**src/rtl/b64d_pkg.sv**
```systemverilog
// b64d_pkg: shared types, constants and the symbol lookup for the base64 stream decoder
// no dependencies; imported by every rtl module
`timescale 1ns / 1ps

package b64d_pkg;

    localparam logic [7:0]  PAD_CHAR     = 8'h3D;   // '='
    localparam logic [5:0]  SYM_PLUS     = 6'd62;
    localparam logic [5:0]  SYM_SLASH    = 6'd63;
    localparam logic [15:0] CAP_RESET    = 16'hFFFF;
    localparam int          QDEPTH       = 4;
    localparam int          QPTR_W       = 2;
    localparam int          QCNT_W       = 3;

    // decoded alphabet symbol
    typedef struct packed {
        logic       ok;
        logic [5:0] val;
    } sym_t;

    // work handed from front to back: up to three data bytes, then an optional summary
    typedef struct packed {
        logic [1:0]  nbytes;
        logic [23:0] data;
        logic        summary;
        logic        status;
        logic [15:0] count;
    } job_t;

    // queue occupancy flags
    typedef struct packed {
        logic full;
        logic empty;
    } q_stat_t;

    function automatic sym_t sym_decode(input logic [7:0] c);
        sym_t s;
        s.ok  = 1'b1;
        s.val = 6'd0;
        if (c >= 8'd65 && c <= 8'd90) begin
            s.val = 6'(c - 8'd65);
        end else if (c >= 8'd97 && c <= 8'd122) begin
            s.val = 6'(c - 8'd71);
        end else if (c >= 8'd48 && c <= 8'd57) begin
            s.val = 6'(c + 8'd4);
        end else if (c == 8'd43) begin
            s.val = SYM_PLUS;
        end else if (c == 8'd47) begin
            s.val = SYM_SLASH;
        end else begin
            s.ok = 1'b0;
        end
        return s;
    endfunction

endpackage

```
**src/rtl/b64d_intf.sv**
```systemverilog
// b64d_intf: valid/ready channel interfaces for characters, decoded words and configuration
// no dependencies
`timescale 1ns / 1ps

interface b64d_char_if;
    logic       valid;
    logic       ready;
    logic [7:0] sym_char;
    logic       end_of_input;

    modport source (output valid, output sym_char, output end_of_input, input ready);
    modport sink   (input valid, input sym_char, input end_of_input, output ready);
endinterface

interface b64d_byte_if;
    logic        valid;
    logic        ready;
    logic [7:0]  out_byte;
    logic        byte_valid;
    logic        run_last;
    logic        msg_done;
    logic        status;
    logic [15:0] byte_count;

    modport source (output valid, output out_byte, output byte_valid, output run_last,
                    output msg_done, output status, output byte_count, input ready);
    modport sink   (input valid, input out_byte, input byte_valid, input run_last,
                    input msg_done, input status, input byte_count, output ready);
endinterface

interface b64d_cfg_if;
    logic        valid;
    logic        ready;
    logic [15:0] data;

    modport source (output valid, output data, input ready);
    modport sink   (input valid, input data, output ready);
endinterface

```
**src/rtl/b64d_front.sv**
```systemverilog
// b64d_front: takes characters, tracks the decode state and capacity, queues output jobs
// depends on b64d_pkg and b64d_intf
`timescale 1ns / 1ps

module b64d_front #(
    parameter int COUNT_WIDTH = 16
) (
    input  logic                clk,
    input  logic                rst_n,
    b64d_char_if.sink           char_ch,
    b64d_cfg_if.sink            cfg_ch,
    input  b64d_pkg::q_stat_t   q_stat,
    output logic                push,
    output b64d_pkg::job_t      job
);
    import b64d_pkg::*;

    localparam int CMP_W = ((COUNT_WIDTH > 16) ? COUNT_WIDTH : 16) + 1;
    localparam logic [CMP_W-1:0] CNT_MAX = CMP_W'((65'd1 << COUNT_WIDTH) - 65'd1);

    logic [15:0]            cap_reg;
    logic [17:0]            acc_reg,  acc_next;
    logic [1:0]             cnt_reg,  cnt_next;
    logic                   pad_reg,  pad_next;
    logic                   ovf_reg,  ovf_next;
    logic [COUNT_WIDTH-1:0] bw_reg,   bw_next;

    logic                   accept;
    sym_t                   sym;
    logic                   take;
    logic                   grp;
    logic [17:0]            acc_upd;
    logic [1:0]             cnt_upd;
    logic [1:0]             n_emit;
    logic [23:0]            data;
    logic [CMP_W-1:0]       cap_ext;
    logic [CMP_W-1:0]       eff_cap;
    logic [CMP_W-1:0]       sum;
    logic                   fits;
    logic                   emit_ok;
    logic                   ovf_upd;
    logic [COUNT_WIDTH-1:0] bw_upd;
    logic [CMP_W-1:0]       bw_upd_ext;

    assign char_ch.ready = !q_stat.full;
    assign cfg_ch.ready  = 1'b1;
    assign accept        = char_ch.valid && char_ch.ready;

    always_comb
    begin
        sym     = sym_decode(char_ch.sym_char);
        take    = !pad_reg && (char_ch.sym_char != PAD_CHAR) && sym.ok;
        grp     = take && (cnt_reg == 2'd3);
        acc_upd = grp ? 18'd0 : (take ? {acc_reg[11:0], sym.val} : acc_reg);
        cnt_upd = grp ? 2'd0 : (take ? cnt_reg + 2'd1 : cnt_reg);

        // full group first; a leftover of two or three symbols flushes at end of message
        if (grp) begin
            n_emit = 2'd3;
        end else if (char_ch.end_of_input && cnt_upd == 2'd3) begin
            n_emit = 2'd2;
        end else if (char_ch.end_of_input && cnt_upd == 2'd2) begin
            n_emit = 2'd1;
        end else begin
            n_emit = 2'd0;
        end

        if (grp) begin
            data = {acc_reg, sym.val};
        end else if (cnt_upd == 2'd3) begin
            data = {acc_upd[17:2], 8'h00};
        end else begin
            data = {acc_upd[11:4], 16'h0000};
        end

        cap_ext    = CMP_W'(cap_reg);
        eff_cap    = (cap_ext < CNT_MAX) ? cap_ext : CNT_MAX;
        sum        = CMP_W'(bw_reg) + CMP_W'(n_emit);
        fits       = (sum <= eff_cap);
        emit_ok    = (n_emit != 2'd0) && !ovf_reg && fits;
        ovf_upd    = ovf_reg || ((n_emit != 2'd0) && !fits);
        bw_upd     = emit_ok ? sum[COUNT_WIDTH-1:0] : bw_reg;
        bw_upd_ext = CMP_W'(bw_upd);
    end

    always_comb
    begin
        job.nbytes  = emit_ok ? n_emit : 2'd0;
        job.data    = data;
        job.summary = char_ch.end_of_input;
        job.status  = ovf_upd;
        job.count   = ovf_upd ? 16'd0 : bw_upd_ext[15:0];
        push        = accept && (emit_ok || char_ch.end_of_input);
    end

    always_comb
    begin
        acc_next = acc_reg;
        cnt_next = cnt_reg;
        pad_next = pad_reg;
        ovf_next = ovf_reg;
        bw_next  = bw_reg;
        if (accept) begin
            if (char_ch.end_of_input) begin
                acc_next = 18'd0;
                cnt_next = 2'd0;
                pad_next = 1'b0;
                ovf_next = 1'b0;
                bw_next  = '0;
            end else begin
                acc_next = acc_upd;
                cnt_next = cnt_upd;
                pad_next = pad_reg || (char_ch.sym_char == PAD_CHAR);
                ovf_next = ovf_upd;
                bw_next  = bw_upd;
            end
        end
    end

    always_ff @(posedge clk or negedge rst_n)
    begin
        if (!rst_n) begin
            cap_reg <= CAP_RESET;
            acc_reg <= 18'd0;
            cnt_reg <= 2'd0;
            pad_reg <= 1'b0;
            ovf_reg <= 1'b0;
            bw_reg  <= '0;
        end else begin
            if (cfg_ch.valid && cfg_ch.ready) begin
                cap_reg <= cfg_ch.data;
            end
            acc_reg <= acc_next;
            cnt_reg <= cnt_next;
            pad_reg <= pad_next;
            ovf_reg <= ovf_next;
            bw_reg  <= bw_next;
        end
    end

    a_end_clears: assert property (@(posedge clk) disable iff (!rst_n)
        accept && char_ch.end_of_input |=>
            (cnt_reg == 2'd0) && !pad_reg && !ovf_reg && (bw_reg == '0))
        else $error("message state not cleared after end of input");

    a_emit_no_ovf: assert property (@(posedge clk) disable iff (!rst_n)
        push && (job.nbytes != 2'd0) |-> !ovf_reg)
        else $error("bytes queued after overflow");

endmodule

```
**src/rtl/b64d_queue.sv**
```systemverilog
// b64d_queue: short job queue between the character front and the output back
// depends on b64d_pkg
`timescale 1ns / 1ps

module b64d_queue (
    input  logic                clk,
    input  logic                rst_n,
    input  logic                push,
    input  b64d_pkg::job_t      push_job,
    input  logic                pop,
    output b64d_pkg::job_t      head_job,
    output b64d_pkg::q_stat_t   q_stat
);
    import b64d_pkg::*;

    job_t              mem_reg [QDEPTH];
    logic [QPTR_W-1:0] wr_ptr_reg, wr_ptr_next;
    logic [QPTR_W-1:0] rd_ptr_reg, rd_ptr_next;
    logic [QCNT_W-1:0] count_reg,  count_next;

    assign q_stat.full  = (count_reg == QCNT_W'(QDEPTH));
    assign q_stat.empty = (count_reg == '0);
    assign head_job     = mem_reg[rd_ptr_reg];

    always_comb
    begin
        wr_ptr_next = push ? wr_ptr_reg + QPTR_W'(1) : wr_ptr_reg;
        rd_ptr_next = pop  ? rd_ptr_reg + QPTR_W'(1) : rd_ptr_reg;
        count_next  = count_reg + QCNT_W'(push) - QCNT_W'(pop);
    end

    always_ff @(posedge clk)
    begin
        if (push) begin
            mem_reg[wr_ptr_reg] <= push_job;
        end
    end

    always_ff @(posedge clk or negedge rst_n)
    begin
        if (!rst_n) begin
            wr_ptr_reg <= '0;
            rd_ptr_reg <= '0;
            count_reg  <= '0;
        end else begin
            wr_ptr_reg <= wr_ptr_next;
            rd_ptr_reg <= rd_ptr_next;
            count_reg  <= count_next;
        end
    end

    a_no_overrun: assert property (@(posedge clk) disable iff (!rst_n)
        q_stat.full |-> !push)
        else $error("job pushed into a full queue");

    a_no_underrun: assert property (@(posedge clk) disable iff (!rst_n)
        q_stat.empty |-> !pop)
        else $error("job popped from an empty queue");

endmodule

```
**src/rtl/b64d_back.sv**
```systemverilog
// b64d_back: walks each queued job and issues its words through an output register
// depends on b64d_pkg and b64d_intf
`timescale 1ns / 1ps

module b64d_back (
    input  logic                clk,
    input  logic                rst_n,
    input  b64d_pkg::job_t      head_job,
    input  b64d_pkg::q_stat_t   q_stat,
    output logic                pop,
    b64d_byte_if.source         byte_ch
);
    import b64d_pkg::*;

    logic        ov_reg,   ov_next;
    logic [1:0]  idx_reg,  idx_next;
    logic [7:0]  byte_reg;
    logic        bval_reg;
    logic        last_reg;
    logic        done_reg;
    logic        stat_reg;
    logic [15:0] cnt_reg;

    logic        load;
    logic [2:0]  total;
    logic        is_last;
    logic        is_data;
    logic [7:0]  sel_byte;

    always_comb
    begin
        load    = !q_stat.empty && (!ov_reg || byte_ch.ready);
        total   = {1'b0, head_job.nbytes} + {2'b00, head_job.summary};
        is_last = ({1'b0, idx_reg} + 3'd1) == total;
        is_data = idx_reg < head_job.nbytes;
        case (idx_reg)
            2'd0:    sel_byte = head_job.data[23:16];
            2'd1:    sel_byte = head_job.data[15:8];
            default: sel_byte = head_job.data[7:0];
        endcase
        pop      = load && is_last;
        idx_next = load ? (is_last ? 2'd0 : idx_reg + 2'd1) : idx_reg;
        ov_next  = load ? 1'b1 : (byte_ch.ready ? 1'b0 : ov_reg);
    end

    always_ff @(posedge clk or negedge rst_n)
    begin
        if (!rst_n) begin
            ov_reg  <= 1'b0;
            idx_reg <= 2'd0;
        end else begin
            ov_reg  <= ov_next;
            idx_reg <= idx_next;
        end
    end

    always_ff @(posedge clk)
    begin
        if (load) begin
            byte_reg <= is_data ? sel_byte : 8'h00;
            bval_reg <= is_data;
            last_reg <= is_last;
            done_reg <= !is_data;
            stat_reg <= is_data ? 1'b0 : head_job.status;
            cnt_reg  <= is_data ? 16'd0 : head_job.count;
        end
    end

    assign byte_ch.valid      = ov_reg;
    assign byte_ch.out_byte   = byte_reg;
    assign byte_ch.byte_valid = bval_reg;
    assign byte_ch.run_last   = last_reg;
    assign byte_ch.msg_done   = done_reg;
    assign byte_ch.status     = stat_reg;
    assign byte_ch.byte_count = cnt_reg;

    a_done_is_last: assert property (@(posedge clk) disable iff (!rst_n)
        ov_reg && done_reg |-> last_reg && !bval_reg)
        else $error("summary word not marked as last");

    a_idx_in_job: assert property (@(posedge clk) disable iff (!rst_n)
        !q_stat.empty |-> ({1'b0, idx_reg} < total))
        else $error("word index beyond the current job");

endmodule

```
**src/rtl/base64_stream_decoder_top.sv**
```systemverilog
// base64_stream_decoder_top: top level of the base64 stream decoder
// depends on b64d_pkg, b64d_intf, b64d_front, b64d_queue, b64d_back
`timescale 1ns / 1ps
//
// usage
//  char_ch : one encoded character word per handshake, end_of_input marks the last
//            character of a message; characters outside the alphabet are skipped and
//            an '=' ends decoding for the rest of the message
//  byte_ch : decoded words; data bytes carry byte_valid, the word closing a message
//            carries msg_done with status (overflow) and byte_count; run_last flags the
//            final word caused by one character
//  cfg_ch  : write of out_capacity, the byte limit per message; write it only while idle
//
// timing
//  a character is taken every cycle while the job queue has room; its first word goes
//  into the job queue and then into the output register, from which byte_ch presents it.
//  the back end issues one word per cycle while byte_ch is ready, so a character ending
//  a full group plus the message yields four output words; a typical stream (three bytes
//  per four characters) runs at one character per cycle while byte_ch is ready
//  the four-entry job queue and the output register decouple the two sides: a stalled
//  receiver holds the current word, the queue absorbs further characters, and char_ch
//  ready drops only when the queue is full
//  reset clears all message state, empties the queue and sets out_capacity to 65535
//

module base64_stream_decoder_top #(
    parameter int COUNT_WIDTH = 16
) (
    input  logic        clk,
    input  logic        rst_n,
    b64d_char_if.sink   char_ch,
    b64d_byte_if.source byte_ch,
    b64d_cfg_if.sink    cfg_ch
);
    import b64d_pkg::*;

    // front to queue
    logic    push;
    job_t    push_job;
    // queue to back
    logic    pop;
    job_t    head_job;
    q_stat_t q_stat;

    // decode state, capacity check and job building
    b64d_front #(
        .COUNT_WIDTH (COUNT_WIDTH)
    ) u_front (
        .clk     (clk),
        .rst_n   (rst_n),
        .char_ch (char_ch),
        .cfg_ch  (cfg_ch),
        .q_stat  (q_stat),
        .push    (push),
        .job     (push_job)
    );

    // short job queue so each side stalls on its own
    b64d_queue u_queue (
        .clk      (clk),
        .rst_n    (rst_n),
        .push     (push),
        .push_job (push_job),
        .pop      (pop),
        .head_job (head_job),
        .q_stat   (q_stat)
    );

    // one output word per cycle from the queued jobs while byte_ch is ready
    b64d_back u_back (
        .clk      (clk),
        .rst_n    (rst_n),
        .head_job (head_job),
        .q_stat   (q_stat),
        .pop      (pop),
        .byte_ch  (byte_ch)
    );

endmodule
```
**src/flat_wrapper.sv**
```systemverilog
// flat-port wrapper written by rule: the top's interface ports become plain ports
module base64_stream_decoder_top_flat import b64d_pkg::*;
#(
    parameter int COUNT_WIDTH = 16
)
  (clk, rst_n, char_ch_valid, char_ch_sym_char, char_ch_end_of_input, char_ch_ready, byte_ch_valid, byte_ch_out_byte, byte_ch_byte_valid, byte_ch_run_last, byte_ch_msg_done, byte_ch_status, byte_ch_byte_count, byte_ch_ready, cfg_ch_valid, cfg_ch_data, cfg_ch_ready);
  b64d_char_if char_ch_i ();
  b64d_byte_if byte_ch_i ();
  b64d_cfg_if cfg_ch_i ();
  input  logic clk;
  input  logic rst_n;
  input wire logic [$bits(char_ch_i.valid)-1:0] char_ch_valid;
  input wire logic [$bits(char_ch_i.sym_char)-1:0] char_ch_sym_char;
  input wire logic [$bits(char_ch_i.end_of_input)-1:0] char_ch_end_of_input;
  output wire logic [$bits(char_ch_i.ready)-1:0] char_ch_ready;
  output wire logic [$bits(byte_ch_i.valid)-1:0] byte_ch_valid;
  output wire logic [$bits(byte_ch_i.out_byte)-1:0] byte_ch_out_byte;
  output wire logic [$bits(byte_ch_i.byte_valid)-1:0] byte_ch_byte_valid;
  output wire logic [$bits(byte_ch_i.run_last)-1:0] byte_ch_run_last;
  output wire logic [$bits(byte_ch_i.msg_done)-1:0] byte_ch_msg_done;
  output wire logic [$bits(byte_ch_i.status)-1:0] byte_ch_status;
  output wire logic [$bits(byte_ch_i.byte_count)-1:0] byte_ch_byte_count;
  input wire logic [$bits(byte_ch_i.ready)-1:0] byte_ch_ready;
  input wire logic [$bits(cfg_ch_i.valid)-1:0] cfg_ch_valid;
  input wire logic [$bits(cfg_ch_i.data)-1:0] cfg_ch_data;
  output wire logic [$bits(cfg_ch_i.ready)-1:0] cfg_ch_ready;
  assign char_ch_i.valid = char_ch_valid;
  assign char_ch_i.sym_char = char_ch_sym_char;
  assign char_ch_i.end_of_input = char_ch_end_of_input;
  assign char_ch_ready = char_ch_i.ready;
  assign byte_ch_valid = byte_ch_i.valid;
  assign byte_ch_out_byte = byte_ch_i.out_byte;
  assign byte_ch_byte_valid = byte_ch_i.byte_valid;
  assign byte_ch_run_last = byte_ch_i.run_last;
  assign byte_ch_msg_done = byte_ch_i.msg_done;
  assign byte_ch_status = byte_ch_i.status;
  assign byte_ch_byte_count = byte_ch_i.byte_count;
  assign byte_ch_i.ready = byte_ch_ready;
  assign cfg_ch_i.valid = cfg_ch_valid;
  assign cfg_ch_i.data = cfg_ch_data;
  assign cfg_ch_ready = cfg_ch_i.ready;
  base64_stream_decoder_top #(.COUNT_WIDTH(COUNT_WIDTH)) u_core (.clk(clk), .rst_n(rst_n), .char_ch(char_ch_i), .byte_ch(byte_ch_i), .cfg_ch(cfg_ch_i));
endmodule
```
**config.mk**
```make
export PLATFORM = sky130hd
export DESIGN_NAME = base64_stream_decoder_top_flat
export DESIGN_NICKNAME = d
export VERILOG_FILES = /design/src/rtl/b64d_pkg.sv /design/src/rtl/b64d_intf.sv /design/src/rtl/b64d_front.sv /design/src/rtl/b64d_queue.sv /design/src/rtl/b64d_back.sv /design/src/rtl/base64_stream_decoder_top.sv /design/src/flat_wrapper.sv
export SDC_FILE = /design/constraint.sdc
export NUM_CORES = 1
export LEC_CHECK = 0
export BUFFER_PORTS_ARGS = -buffer_cell sky130_fd_sc_hd__buf_2
export CAP_MARGIN = 20
export CORE_MARGIN = 10
export CORE_UTILIZATION = 50
export DETAILED_ROUTE_END_ITERATION = 12
export PLACE_DENSITY = 0.73
export REMOVE_ABC_BUFFERS = 1
export SLEW_MARGIN = 20
export SYNTH_ARGS = -nofsm -noshare
export SYNTH_HDL_FRONTEND = slang
export SYNTH_SLANG_ARGS = --single-unit
```
**constraint.sdc**
```tcl
create_clock -name clk -period 13.37 [get_ports clk]
set_input_delay 2.674 -clock clk [delete_from_list [all_inputs] [get_ports clk]]
set_output_delay 2.674 -clock clk [all_outputs]
set_load 0.02 [all_outputs]
```
==> flow_summary.toml <==
[power_and_ir_drop]
ir_worst_vdd_mv = 0.118
p_leak_nw = 5.36
powerDensity_nw_per_um2 = 198

[clocking]
clock_sinks = 268
cts-resized-gates = 0
cts_setup_buffers = 0
postCtsHoldBufs = 0
cts_buffers = 28
cts_tree = "built"
cts_buffer_depth = 3
clk_pin_slew_ns = 0.06
clkLatencyLatePin_ns = 0.55
clockRootBuffer = "clkbuf_16"
htreeDepth = 1

[worst_setup_path]
arrival_ns = 10.51
critPathLaunchType = "input pin"
reg2reg_from = "u_core.u_front.cnt_reg[0]$_DFFE_PN0P_"
required_ns = 13.85
critPathSlowestCell = "o21ai_4"
crit_fanout = 36
max_stage_delay_ns = 0.79
ff2ff_path_depth = 26
cp-endpoint = "u_core.u_queue.count_reg[2]$_DFF_PN0_"
cp-end-kind = "flop"
reg2reg_slack_ns = 6.33
critPathKind = "input pin to flop"
worst_r2r_endpoint = "u_core.u_queue.count_reg[2]$_DFF_PN0_"
critPathLaunch = "char_ch_sym_char[2]"

[layout]
final_nets = 1087
area_delta_synth_final_pct = 11.9
instances_no_fill = 1367
drive_gt1_share_pct = 19.5
layout.area.seq_um2 = 7750
multi_input_area_um2 = 4660
largest_reg_flops = 176
fin_area_um2 = 14300
fillers = 2022
n_antenna_cell = 0

[synth]
ys.flop_type = "edfxtp_1"
async_flop_share_pct = 23.9
synth_area_um2 = 12800
syn_avg_cell_area_um2 = 13.1
ys_types = 73
synth-seq-cells = 268
synth_edf_count = 204
yosysWarnings = 0
seq_area_frac_synth_pct = 60.5
synth_cells = 974

[hold_path]
min_path_type = "flop to flop"

[flow_run]
cap_violations = 0

[global_route]
grt_pass1_vias = 8096
grt_max_degree = 65
antenna_found_initial = 0
track_usage_pct = 16.3
grt_overflow = 0
grt_pass1_wl_um = 43900

[place]
place_inst = 1314
place_congestion = 0.884
dp_hpwl_um = 17200
place.port_buffers = 59
post-place-ws_ns = 2.94
post_dp_cell_area_um2 = 13400

[timing]
fin_crit_sh_pct = 75.0
setup_viol = 0
final_max_slew_viol_count = 0
hold_viol = 0
min_period_ns = 10.03
whs_ns = 0.508
worst_pin_slew_ns = 0.975
clock_skew_ns = 0.0134
max_freq_mhz = 99.7
finalWorstSetupSlack_ns = 3.34
setup-tns-final_ns = 0
relSlewSlack_pct = 34.7
grt_setup_unrepaired = "false"

[floorplanning]
die_h_um = 180
fp.coreArea_um2 = 25200
rows = 58
die_w_um = 180
start_util_pct = 50.8
die-area_um2 = 32400
io_pins = 61

[detailed_routing]
detailroute.via_count = 8151
wire_per_inst_um = 19.7
drc_errors = 0
routed_wl_um = 27000
first_iter_violations = 850
drt_pre_antenna_iters = 6
ant_nets = 0
detail_route.vias_per_cell = 5.96

[outcome]
status = "complete, no violations"
-- routing by layer --
metal / global-route usage (%) / routed length (um)
met4: 3.74 / 453
met3: 2.15 / 1580
met2: 26.3 / 12700
met5: 0 / 0
met1: 23.0 / 12300
-- power breakdown --
group	switching, mW	internal (mW)	total, mW
Clock	0.319	0.439	0.758
Sequential	0.0954	1.12	1.22
Combinational	0.506	0.351	0.858
-- synthesized netlist by cell type (8+ instances only) --
master,number,share of area (%)
a21oi_1,57,2.2
o22ai_1,9,0.44
buf_1,8,0.23
nor3_1,9,0.35
and3_1,15,0.73
nand3_1,25,0.98
a31oi_1,16,0.78
o21ai_0,70,2.7
inv_1,44,1.3
nor4_1,8,0.39
edfxtp_1,204,48
xor2_1,10,0.68
nor2_1,32,0.94
clkbuf_1,41,1.2
buf_2,8,0.31
a22oi_1,26,1.5
mux2i_1,9,0.70
dfrtp_1,48,9.4
nand2_1,80,2.3
mux4_2,44,7.7
ha_1,40,3.9
xnor2_1,14,0.96
dfstp_2,16,3.3
and2_1,34,1.7
-- cells by family (layout without fill, tap and decap cells) --
group	Yosys count	in the layout	share of synthesized area (%)
flops	268	268	60.5
xor+xnor	24	24	1.64
fa+ha+maj	42	42	4.22
compound gates	242	242	12.2
mux	57	57	8.84
other cells	1	1	0.0293
buf+inv	104	167	3.24
simple gates	236	236	9.33
-- worst max-delay path: cells and delay by family --
kind / cells / cell delay [ns]
buf+inv: 5 / 0.53
simple gates: 6 / 1.60
xor+xnor: 3 / 0.50
compound gates: 11 / 3.44
fa+ha+maj: 6 / 1.77
-- cells in the final DEF (no fill, tap or decap), types with 10 or more instances in the layout --
master       n
clkbuf_16   28
xnor2_1     14
inv_1       44
a31oi_1     15
xor2_1      10
a21oi_1     56
a22oi_1     26
edfxtp_1   204
dfstp_2     16
nand3_1     25
ha_1        40
nand2_1     80
mux4_2      44
buf_2       59
and2_1      30
and3_1      15
buf_4       11
nor2_1      32
dfrtp_1     46
o21ai_0     70
-- area by class of cell --
cell class / count / area share (%)
flip-flops and latches: 268 / 54.1
multi-input cells: 602 / 32.6
clock buffers: 40 / 5.55
well taps: 330 / 2.88
repair buffers: 71 / 2.83
inverters: 44 / 1.15
clock inverters: 12 / 0.943
-- per-stage QoR --
step                util, %  power, mW
floorplan                 -       1.83
global placement       53.1       2.06
detailed placement     53.1       2.09
CTS                    56.8       2.86
global route           56.9       3.00
finish                 56.9       2.83
-- how the worst min path moves through the flow --
| stage | end | slack (ns) | startpoint | cells after the start |
|---|---|---|---|---|
| after global placement | u_core.u_queue.count_reg[2]$_DFF_PN0_ | 0.49 | u_core.u_queue.count_reg[2]$_DFF_PN0_ | 1 |
| after global routing | u_core.u_queue.count_reg[2]$_DFF_PN0_ | 0.52 | u_core.u_queue.count_reg[2]$_DFF_PN0_ | 1 |
| after detailed placement | u_core.u_front.acc_reg[17]$_DFFE_PN0P_ | 0.50 | u_core.u_front.acc_reg[17]$_DFFE_PN0P_ | 2 |
| after CTS | u_core.u_queue.count_reg[2]$_DFF_PN0_ | 0.51 | u_core.u_queue.count_reg[2]$_DFF_PN0_ | 1 |
| final | u_core.u_front.acc_reg[17]$_DFFE_PN0P_ | 0.51 | u_core.u_front.acc_reg[17]$_DFFE_PN0P_ | 2 |
| after floorplan | u_core.u_queue.count_reg[2]$_DFF_PN0_ | 0.47 | u_core.u_queue.count_reg[2]$_DFF_PN0_ | 1 |
Power figures use the tool's default switching activity.
